### src/hw/rtl/csr_eps_pkg.sv
// ----------------------------------------------------------------------------
// csr_eps_pkg
// Shared types, constants and helpers of the CSR entry position search block.
// ----------------------------------------------------------------------------
package csr_eps_pkg;

  localparam int unsigned MaxDim     = 256;
  localparam int unsigned MaxEntries = 4096;

  localparam int unsigned RsDepth = MaxDim + 1;            // row start entries
  localparam int unsigned RsAw    = $clog2(RsDepth);       // row start address
  localparam int unsigned PosW    = $clog2(MaxEntries);    // entry position
  localparam int unsigned PtrW    = $clog2(MaxEntries + 1); // pointer, holds count
  localparam int unsigned ColW    = 8;
  localparam int unsigned RowW    = 8;
  localparam int unsigned DimW    = 9;
  localparam int unsigned ModeW   = 3;
  localparam int unsigned WAddrW  = 12;

  typedef enum logic [ModeW-1:0] {
    MODE_EXACT  = 3'd0,
    MODE_RIGHT  = 3'd1,
    MODE_DOWN   = 3'd2,
    MODE_UP     = 3'd3,
    MODE_WR_ROW = 3'd4,
    MODE_WR_COL = 3'd5
  } mode_e;

  typedef enum logic {
    CFG_DIMENSION   = 1'b0,
    CFG_ENTRY_COUNT = 1'b1
  } cfg_idx_e;

  typedef enum logic [2:0] {
    ST_IDLE,
    ST_DECODE,
    ST_RS_HI,
    ST_RS_LAST,
    ST_SCAN,
    ST_DONE
  } state_e;

  // controller -> datapath
  typedef struct packed {
    logic accept;   // latch input beat
    logic decode;   // table writes, read start of row
    logic rs_hi;    // capture first pointer, read next
    logic rs_last;  // capture second pointer, set up scan
    logic scan;     // walk column table
    logic load;     // move result to output register
  } ctrl_cmd_t;

  // datapath -> controller
  typedef struct packed {
    logic is_search;
    logic range_err;
    logic scan_done;
    logic out_free;
  } dp_status_t;

  function automatic logic [PtrW-1:0] sat_ptr(logic [PtrW-1:0] v);
    return (v > PtrW'(MaxEntries)) ? PtrW'(MaxEntries) : v;
  endfunction

endpackage

### src/hw/rtl/csr_eps_ctrl.sv
// ----------------------------------------------------------------------------
// csr_eps_ctrl
// Sequencer: decode, row pointer fetch, column scan, result hand-off.
// ----------------------------------------------------------------------------
module csr_eps_ctrl (
  input  logic                    clk_i,
  input  logic                    rst_ni,
  input  logic                    in_valid_i,
  output logic                    in_ready_o,
  input  csr_eps_pkg::dp_status_t st_i,
  output csr_eps_pkg::ctrl_cmd_t  cmd_o
);
  import csr_eps_pkg::*;

  state_e state_q, state_d;

  always_ff @(posedge clk_i or negedge rst_ni) begin
    if (!rst_ni) begin
      state_q <= ST_IDLE;
    end else begin
      state_q <= state_d;
    end
  end

  always_comb begin
    state_d = state_q;
    case (state_q)
      ST_IDLE: begin
        if (in_valid_i) state_d = ST_DECODE;
      end
      ST_DECODE: begin
        if (!st_i.is_search || st_i.range_err) state_d = ST_DONE;
        else                                   state_d = ST_RS_HI;
      end
      ST_RS_HI:   state_d = ST_RS_LAST;
      ST_RS_LAST: state_d = ST_SCAN;
      ST_SCAN: begin
        if (st_i.scan_done) state_d = ST_DONE;
      end
      ST_DONE: begin
        if (st_i.out_free) state_d = ST_IDLE;
      end
      default: state_d = ST_IDLE;
    endcase
  end

  always_comb begin
    cmd_o      = '0;
    in_ready_o = 1'b0;
    case (state_q)
      ST_IDLE: begin
        in_ready_o   = 1'b1;
        cmd_o.accept = in_valid_i;
      end
      ST_DECODE:  cmd_o.decode  = 1'b1;
      ST_RS_HI:   cmd_o.rs_hi   = 1'b1;
      ST_RS_LAST: cmd_o.rs_last = 1'b1;
      ST_SCAN:    cmd_o.scan    = 1'b1;
      ST_DONE:    cmd_o.load    = st_i.out_free;
      default: begin
        cmd_o = '0;
      end
    endcase
  end

endmodule

### config.mk
export PLATFORM = sky130hd
export DESIGN_NAME = csr_eps_ctrl
export DESIGN_NICKNAME = d
export VERILOG_FILES = /design/src/hw/rtl/csr_eps_pkg.sv /design/src/hw/rtl/csr_eps_ctrl.sv
export SDC_FILE = /design/constraint.sdc
export NUM_CORES = 1
export LEC_CHECK = 0
export BUFFER_PORTS_ARGS = -buffer_cell sky130_fd_sc_hd__buf_2
export CAP_MARGIN = 20
export CORE_AREA = 2 2 39 41
export DETAILED_ROUTE_END_ITERATION = 12
export DIE_AREA = 0 0 41 43
export PLACE_DENSITY_LB_ADDON = 0.05
export SETUP_SLACK_MARGIN = 0.4
export SLEW_MARGIN = 20
export SYNTH_ARGS = -nofsm -noshare
export SYNTH_HDL_FRONTEND = slang
export SYNTH_SLANG_ARGS = --single-unit
### constraint.sdc
create_clock -name clk_i -period 2.6 [get_ports clk_i]
set_input_delay 0 -clock clk_i [delete_from_list [all_inputs] [get_ports clk_i]]
set_output_delay 0 -clock clk_i [all_outputs]
set_load 0.02 [all_outputs]
[Word-level counts from Yosys, hierarchy flattened]
Cells that the tools add are included.
Word-level totals
  logic and storage cells: 25
  register bits after elaboration: 3
  input port bits: 7
Operators by class
  reduce and logical (&&, ||, !) cells: 4
  mux-type cells: 12
  equality and inequality tests: 8
Operators with widths (number)
  $pmux 3 s6: 1
  $mux 3: 4
  $mux 1: 7
  $eq 3x2->1 const B: 2
  $eq 3x3->1 const B: 2
  $ne 2x2->1 const B: 3
  $eq 3x1->1 const B: 1
  $logic_not 3->1: 1
  $reduce_and 3->1: 1
  $logic_not 1->1: 1
  $logic_or 1x1->1: 1

[Logic depth before layout (Yosys ltp)]
Gate-level depths: netlist of run 1.
  depth after elaboration: 4
  mapped depth: 4
  depth with buffers taken out: 3

[Worst setup path after synthesis of run 1]
Ideal clock, no wire load.
  path kind: register to output
  start: register state_q[2]
  end: output port cmd_o[5] in the netlist's numbering
  arrival: 1.127 ns
  stages on the path, launching flop included: 3
  slack: 1.473 ns
  buffers on the path: 0
  path through: dfrtp_1 -> nor3_2 -> and2_1
RTL lines
  start, declared: RTL line csr_eps_ctrl.sv:15  | state_e state_q, state_d;
  start signal, assigned: RTL line csr_eps_ctrl.sv:21  | state_q <= state_d;
  end, declared: RTL line csr_eps_ctrl.sv:11  | output csr_eps_pkg::ctrl_cmd_t cmd_o

==> metrics.md, run 1 <==
| Metric | Value |
|---|---|
| Status | finished clean |
| CP Launch Type | flip-flop |
| Critical Path End Type | primary output |
| Worst-Margin Slew | 326.9 ps |
| Largest net degree at the start of global routing | 11 |
| Area grow syn2layout | 47.57% |
| Top-count cell post-synth | dfrtp_1 |
| Drt pass-1 iters | 1 |
| Max Freq | 801.6 MHz |
| Via Count | 233 |
| Synthesized area per cell | 9.645 um^2 |
| Worst-path fanout max | 10 |
| Post-Synthesis Cell Area | 231.5 um^2 |
| # hold bufs at CTS | 1 |
| Hold Vio Cnt, Final | 0 |
| Top flop regs | state_q: 3 flops |
| First-pass GRT wire length | 924 um |
| Area contributors post-synth | dfrtp_1 (32%), nor3b_2 (11%), and2_1 (5.4%), nor2b_1 (5.4%), o22ai_1 (5.4%) |
| Most used flip-flop cell after synthesis | dfrtp_1 |
| Post-synth top area share | 32.43% |
| # resized after CTS | 0 |
| CTS tree | done |
| Critical path data arrival time | 1250 ps |
| Fin Clk Skew | 0.9293 ps |
| CTS Buffer Depth | 2 |
| Ys Warns | 0 |
| Storage cell area | 75.07 um^2 |
| P per Cell Area | 1157 mW/mm^2 |
| DR WL/cell | 10.05 um |
| Post-synthesis sequential area ratio | 32.43% |
| Row cnt | 14 |
| Part of the cycle the worst path needs | 47.98% |
| Worst rel slew slack | 78.21% |
| CP top delay family | flip-flops |
| Boundary Pins | 14 |
| Antenna diodes | 0 |
| Yosys reg bits | 3 |
| Via density | 4.088 |
| Postcts setup bufs | 0 |
| Largest area contributor in the netlist | dfrtp_1 |
| Total GRT Usage | 7.932% |
| Setup repair after global routing missed its margin | no |
| Max-Cap Viols | 0 |
| Library cells used by synthesis | 16 |
| Clock transition at the registers of the reported paths | 40 ps |
| Die height | 43 um |
| DIE WIDTH | 41 um |
| Kind of critical path | flip-flop to primary output |
| Post-route setup TNS | 0 ps |
| Asr flop ratio synth | 100.0% |
| # setup viols final | 0 |
| Area occupied by multi-input gates | 137.6 um^2 |
| Number of synthesized flops with an enable pin | 0 |
| Vias in the first global route | 228 |
| Cells after synthesis | 24 |
| Worst Hold Class | primary input to flip-flop |
| Worst-path cell chain | and2_1 -> nor2b_1 -> buf_2 |
| Min Tclk post-route | 1247 ps |
| CTS root buf | clkbuf_4 |
| Post-DP HPWL | 427.5 um |
| Max stage delay on crit path | 520 ps |
| Grt total ovfl | 0 |
| Max reg flops | 3 |
| VDD IR max | 291.8 uV |
| Core ar. | 0.001384 mm^2 |
| Initial Util | 16.73% |
| Worst-Skew Late Latency | 230 ps |
| 1st-iter DRT viols | 0 |
| Routed Antenna Nets | 0 |
| Gp weighted congestion | 0.6235 |
| Fillers | 159 |
| Layout cells sized above 1 | 51.22% |
| Port buffer count | 13 |
| Largest Register | state_q |
| Crit path required time | 2600 ps |
| Leakage Power | 0.1775 nW |
| Cts bufs inserted | 3 |
| CP Buf/Inv Count | 1 |
| Die area | 0.001763 mm^2 |
| CTS sink cnt | 3 |
| Residual DRC count | 0 |
| Initial antenna violation count | 0 |
| Routed WL | 573 um |
| H-tree Lvls | 1 |
| Nets | 49 |
| Synth Net Count | 31 |
| Slowest-stage cell, CP | dfrtp_1 |
| Final max-slew violation count | 0 |
| Power Total | 0.0003951 W |
metal layers:
| layer | share of wire (%) | track usage [%] | wire length [um] |
|---|---|---|---|
| met5 | 0 | 0 | 0 |
| met4 | 0 | 6.000 | 0 |
| met3 | 5.9 | 3.141 | 34 |
| met2 | 45 | 10.00 | 260 |
| met1 | 49 | 10.29 | 278 |
placed cells by master (no fill, tap or decap):
| master | n |
|---|---|
| o21ai_0 | 1 |
| buf_2 | 13 |
| clkbuf_1 | 1 |
| nand2b_1 | 1 |
| nor2_1 | 2 |
| dlygate4sd3_1 | 1 |
| mux2i_1 | 1 |
| a31o_1 | 1 |
| nor3b_2 | 2 |
| inv_1 | 2 |
| nor3_2 | 1 |
| and3b_2 | 1 |
| a2bb2oi_1 | 1 |
| o22ai_1 | 2 |
| nand2b_2 | 1 |
| and2_1 | 2 |
| dfrtp_1 | 3 |
| nor2b_1 | 2 |
| clkbuf_4 | 3 |
kinds of logic (layout without fill, tap and decap cells):
| kind of cell | Yosys count | in the layout | share of synthesized area, % |
|---|---|---|---|
| and+or+nand+nor | 12 | 12 | 40.00 |
| AOI/OAI and AO/OA | 5 | 5 | 15.13 |
| DFF | 3 | 3 | 32.43 |
| buffers and inverters | 3 | 20 | 8.109 |
| muxes | 1 | 1 | 4.324 |
per-stage QoR:
step	instances	cell area (um^2)	hold WS, ps	setup WS (ps)	utilization, %
finish	57	341.6	35.10	1353	24.68
global route	57	341.6	24.75	1250	24.68
CTS	57	341.6	27.20	1324	24.68
detailed placement	52	305.3	-203.5	1544	22.06
global placement	52	305.3	-200.9	1539	22.06
floorplan	24	231.5	-295.6	1473	-
area by class of cell:
class,count,share of cell area [%]
inverters,2,2.198
clock buffers,4,7.692
multi-input cells,18,40.29
flip-flops and latches,3,21.98
repair buffers,14,21.98
well taps,16,5.861
report_power, final:
group,switching (W),internal [W],leakage [nW]
Sequential,0.0000515,0.0000670,0.0376
Combinational,0.000102,0.0000925,0.125
Clock,0.0000244,0.0000575,0.0150
Total,0.000178,0.000217,0.178
worst paths after layout:
| check | start | to | slack, ps | cells past startpoint |
|---|---|---|---|---|
| worst min register to register | state_q[2] | state_q[2] | 660 | 1 |
| min in group asynchronous | rst_ni | state_q[0] | 90 | 2 |
| worst min-delay path | st_i[3] | state_q[1] | 40 | 2 |
| max in group asynchronous | rst_ni | state_q[2] | 2410 | 2 |
| worst max register to register | state_q[0] | state_q[0] | 1550 | 3 |
| worst max-delay path | state_q[0] | cmd_o[0] | 1350 | 3 |
Note: power is estimated with default switching activity, not from simulation.
==> inputs of run 2 (changes only) <==
Clock period 2.6 ns to 1.1 ns, I/O delays scaled along.
==> metrics.md, run 2 (same netlist as run 1, synthesis figures left out) <==
| Metric | Value |
|---|---|
| Area grow syn2layout | 117.3% (was 47.57%) |
| Nets | 55 (was 49) |
| Worst-path fanout max | 5 (was 10) |
| First-pass GRT wire length | 1104 um (was 924 um) |
| Total GRT Usage | 9.375% (was 7.932%) |
| Residual DRC count | 0 (unchanged) |
| Status | complete, but fails checks (was finished clean) |
| Critical Path End Type | primary output (unchanged) |
| Boundary Pins | 14 (unchanged) |
| Initial antenna violation count | 0 (unchanged) |
| Max-Cap Viols | 0 (unchanged) |
| Dpl cells | 52 (unchanged) |
| Fin Clk Skew | 1.946 ps (was 0.9293 ps) |
| Setup repair after global routing missed its margin | yes (was no) |
| Grt total ovfl | 0 (unchanged) |
| Met3 Wirelength | 38 um (was 34 um) |
| Cts bufs inserted | 3 (unchanged) |
| Met1 WL | 333 um (was 278 um) |
| Crit path required time | 1100 ps (was 2600 ps) |
| Top Layer Used | met3 (unchanged) |
| Layout cells sized above 1 | 74.47% (was 51.22%) |
| DR WL/cell | 11.38 um (was 10.05 um) |
| 1st-iter DRT viols | 0 (unchanged) |
| Part of the cycle the worst path needs | 106.4% |
| Max Freq | 854.6 MHz |
| Fin cells | 63 (was 57) |
| Row cnt | 14 (unchanged) |
| Critical path data arrival time | 1170 ps (was 1250 ps) |
| Routed WL | 717 um (was 573 um) |
| H-tree Lvls | 1 (unchanged) |
| Metal2 WL | 345 um (was 260 um) |
| P per Cell Area | 2882 mW/mm^2 (was 1157 mW/mm^2) |
| Initial Util | 16.73% (unchanged) |
| Core ar. | 0.001384 mm^2 (unchanged) |
| Clock transition at the registers of the reported paths | 40 ps (about the same) |
| CTS root buf | clkbuf_4 (unchanged) |
| # setup viols final | 6 (was 0) |
| Die height | 43 um (unchanged) |
| DIE WIDTH | 41 um (unchanged) |
| Via density | 4.206 (was 4.088) |
| Min Tclk post-route | 1170 ps |
| Final core utilization | 36.35% (was 24.68%) |
| Worst setup margin | -70.14 ps (was 1353 ps) |
| VDD IR max | 1042 uV (was 291.8 uV) |
| Largest net degree at the start of global routing | 8 (was 11) |
| Antenna diodes | 0 (unchanged) |
| Port buffer count | 13 (unchanged) |
| Vias in the first global route | 278 (was 228) |
| Fillers | 148 (was 159) |
| Final max-slew violation count | 0 (unchanged) |
| Leakage Power | 0.2299 nW (was 0.1775 nW) |
| Worst-Skew Late Latency | 230 ps (about the same) |
| Drt pass-1 iters | 1 (unchanged) |
| CP Launch Type | flip-flop (unchanged) |
| Top flop regs | state_q: 3 flops (unchanged) |
| Commonest cells after routing, fill and taps aside | buf_6 (8), buf_2 (7), clkbuf_4 (3), buf_4 (3), dfrtp_2 (3) (was buf_2 (13), clkbuf_4 (3), dfrtp_1 (3)) |
| Commonest non-fill, non-tap cell in the layout | buf_6 (was buf_2) |
| Violated checks | negative setup slack |
| Largest Register | state_q (unchanged) |
| Worst rel slew slack | 83.36% (was 78.21%) |
| Die area | 0.001763 mm^2 (unchanged) |
| Gp weighted congestion | 0.6880 (was 0.6235) |
| Worst Hold Class | primary input to flip-flop (unchanged) |
| Max reg flops | 3 (unchanged) |
| Routed Antenna Nets | 0 (unchanged) |
| Kind of critical path | flip-flop to primary output (unchanged) |
| CTS tree | done (unchanged) |
| Worst-Margin Slew | 249.7 ps (was 326.9 ps) |
| CTS Buffer Depth | 2 (unchanged) |
| Via Count | 265 (was 233) |
| CTS sink cnt | 3 (unchanged) |
| Hold Vio Cnt, Final | 0 (unchanged) |
## run 2: changes by cell type in the layout (fill, tap and decap cells not counted), moves of 2 or more
cell	previous run	this run
buf_4	0	3
buf_2	13	7
buf_6	0	8
dfrtp_1	3	0
nor2_1	2	0
nor3b_4	0	2
nor2_4	0	2
dfrtp_2	0	3
nor3b_2	2	0
## run 2: worst paths after layout
kind                       startpoint    endpoint  slack [ps]  depth (start not counted)
max                        state_q[0]    cmd_o[3]         -70                          3
max reg2reg                state_q[1]  state_q[1]          10                          3
min                           st_i[3]  state_q[1]          30                          2
min reg2reg                state_q[2]  state_q[0]         650                          1
min in group asynchronous      rst_ni  state_q[1]          90                          2
max in group asynchronous      rst_ni  state_q[2]         890                          2
## run 2: stage by stage
step	instance area [um^2]	setup TNS [ps]	hold slack, ps	total power, W	worst slack, ps
after detailed placement	339.1	0	-203.4	0.0008694	18.81
after CTS	491.7	-342.2	24.96	0.001432	-80.00
after floorplan	265.3	0	-295.6	0.0007621	80.72
after global placement	339.1	0	-199.6	0.0008743	11.27
final	503.0	-284.2	30.33	0.001450	-70.14
after global routing	503.0	-688.2	28.93	0.001546	-123.8
## run 2: repair_timing
| action | 4_1_cts | 5_1_grt |
|---|---|---|
| hold buffers | 1 | 0 |
| pin swaps | 4 | 1 |
| setup buffers | 6 | 0 |
| endpoints found under the hold margin | 3 | 0 |
| resized for setup | 19 | 2 |
| endpoints found under the setup margin | 10 | 10 |
## run 2: routing by layer
| layer | GRT usage, % | vias up |
|---|---|---|
| li1 | - | 131 |
| met5 | 0 | - |
| met4 | 2.000 | 0 |
| met3 | 4.712 | 0 |
| met1 | 12.05 | 125 |
| met2 | 13.75 | 9 |
## run 2: cell type report
| class | count | area (um^2) | share of cell area, % |
|---|---|---|---|
| clock buffer | 4 | 26.28 | 5.224 |
| tap | 16 | 20.02 | 3.980 |
| sequential | 3 | 78.83 | 15.67 |
| timing repair buffer | 20 | 177.7 | 35.32 |
| inverter | 2 | 7.507 | 1.493 |
| multi-input combinational | 18 | 192.7 | 38.31 |
## run 2: power breakdown
part	switching [W]	internal [W]	total [W]
Combinational	0.000378	0.000554	0.000932
Sequential	0.000151	0.000168	0.000320
Clock	0.0000619	0.000136	0.000198
## run 2: critical path, stage by stage (launching register included)
cell     delay, ps
dfrtp_2        460
buf_12         150
nor3b_4        190
buf_6          140
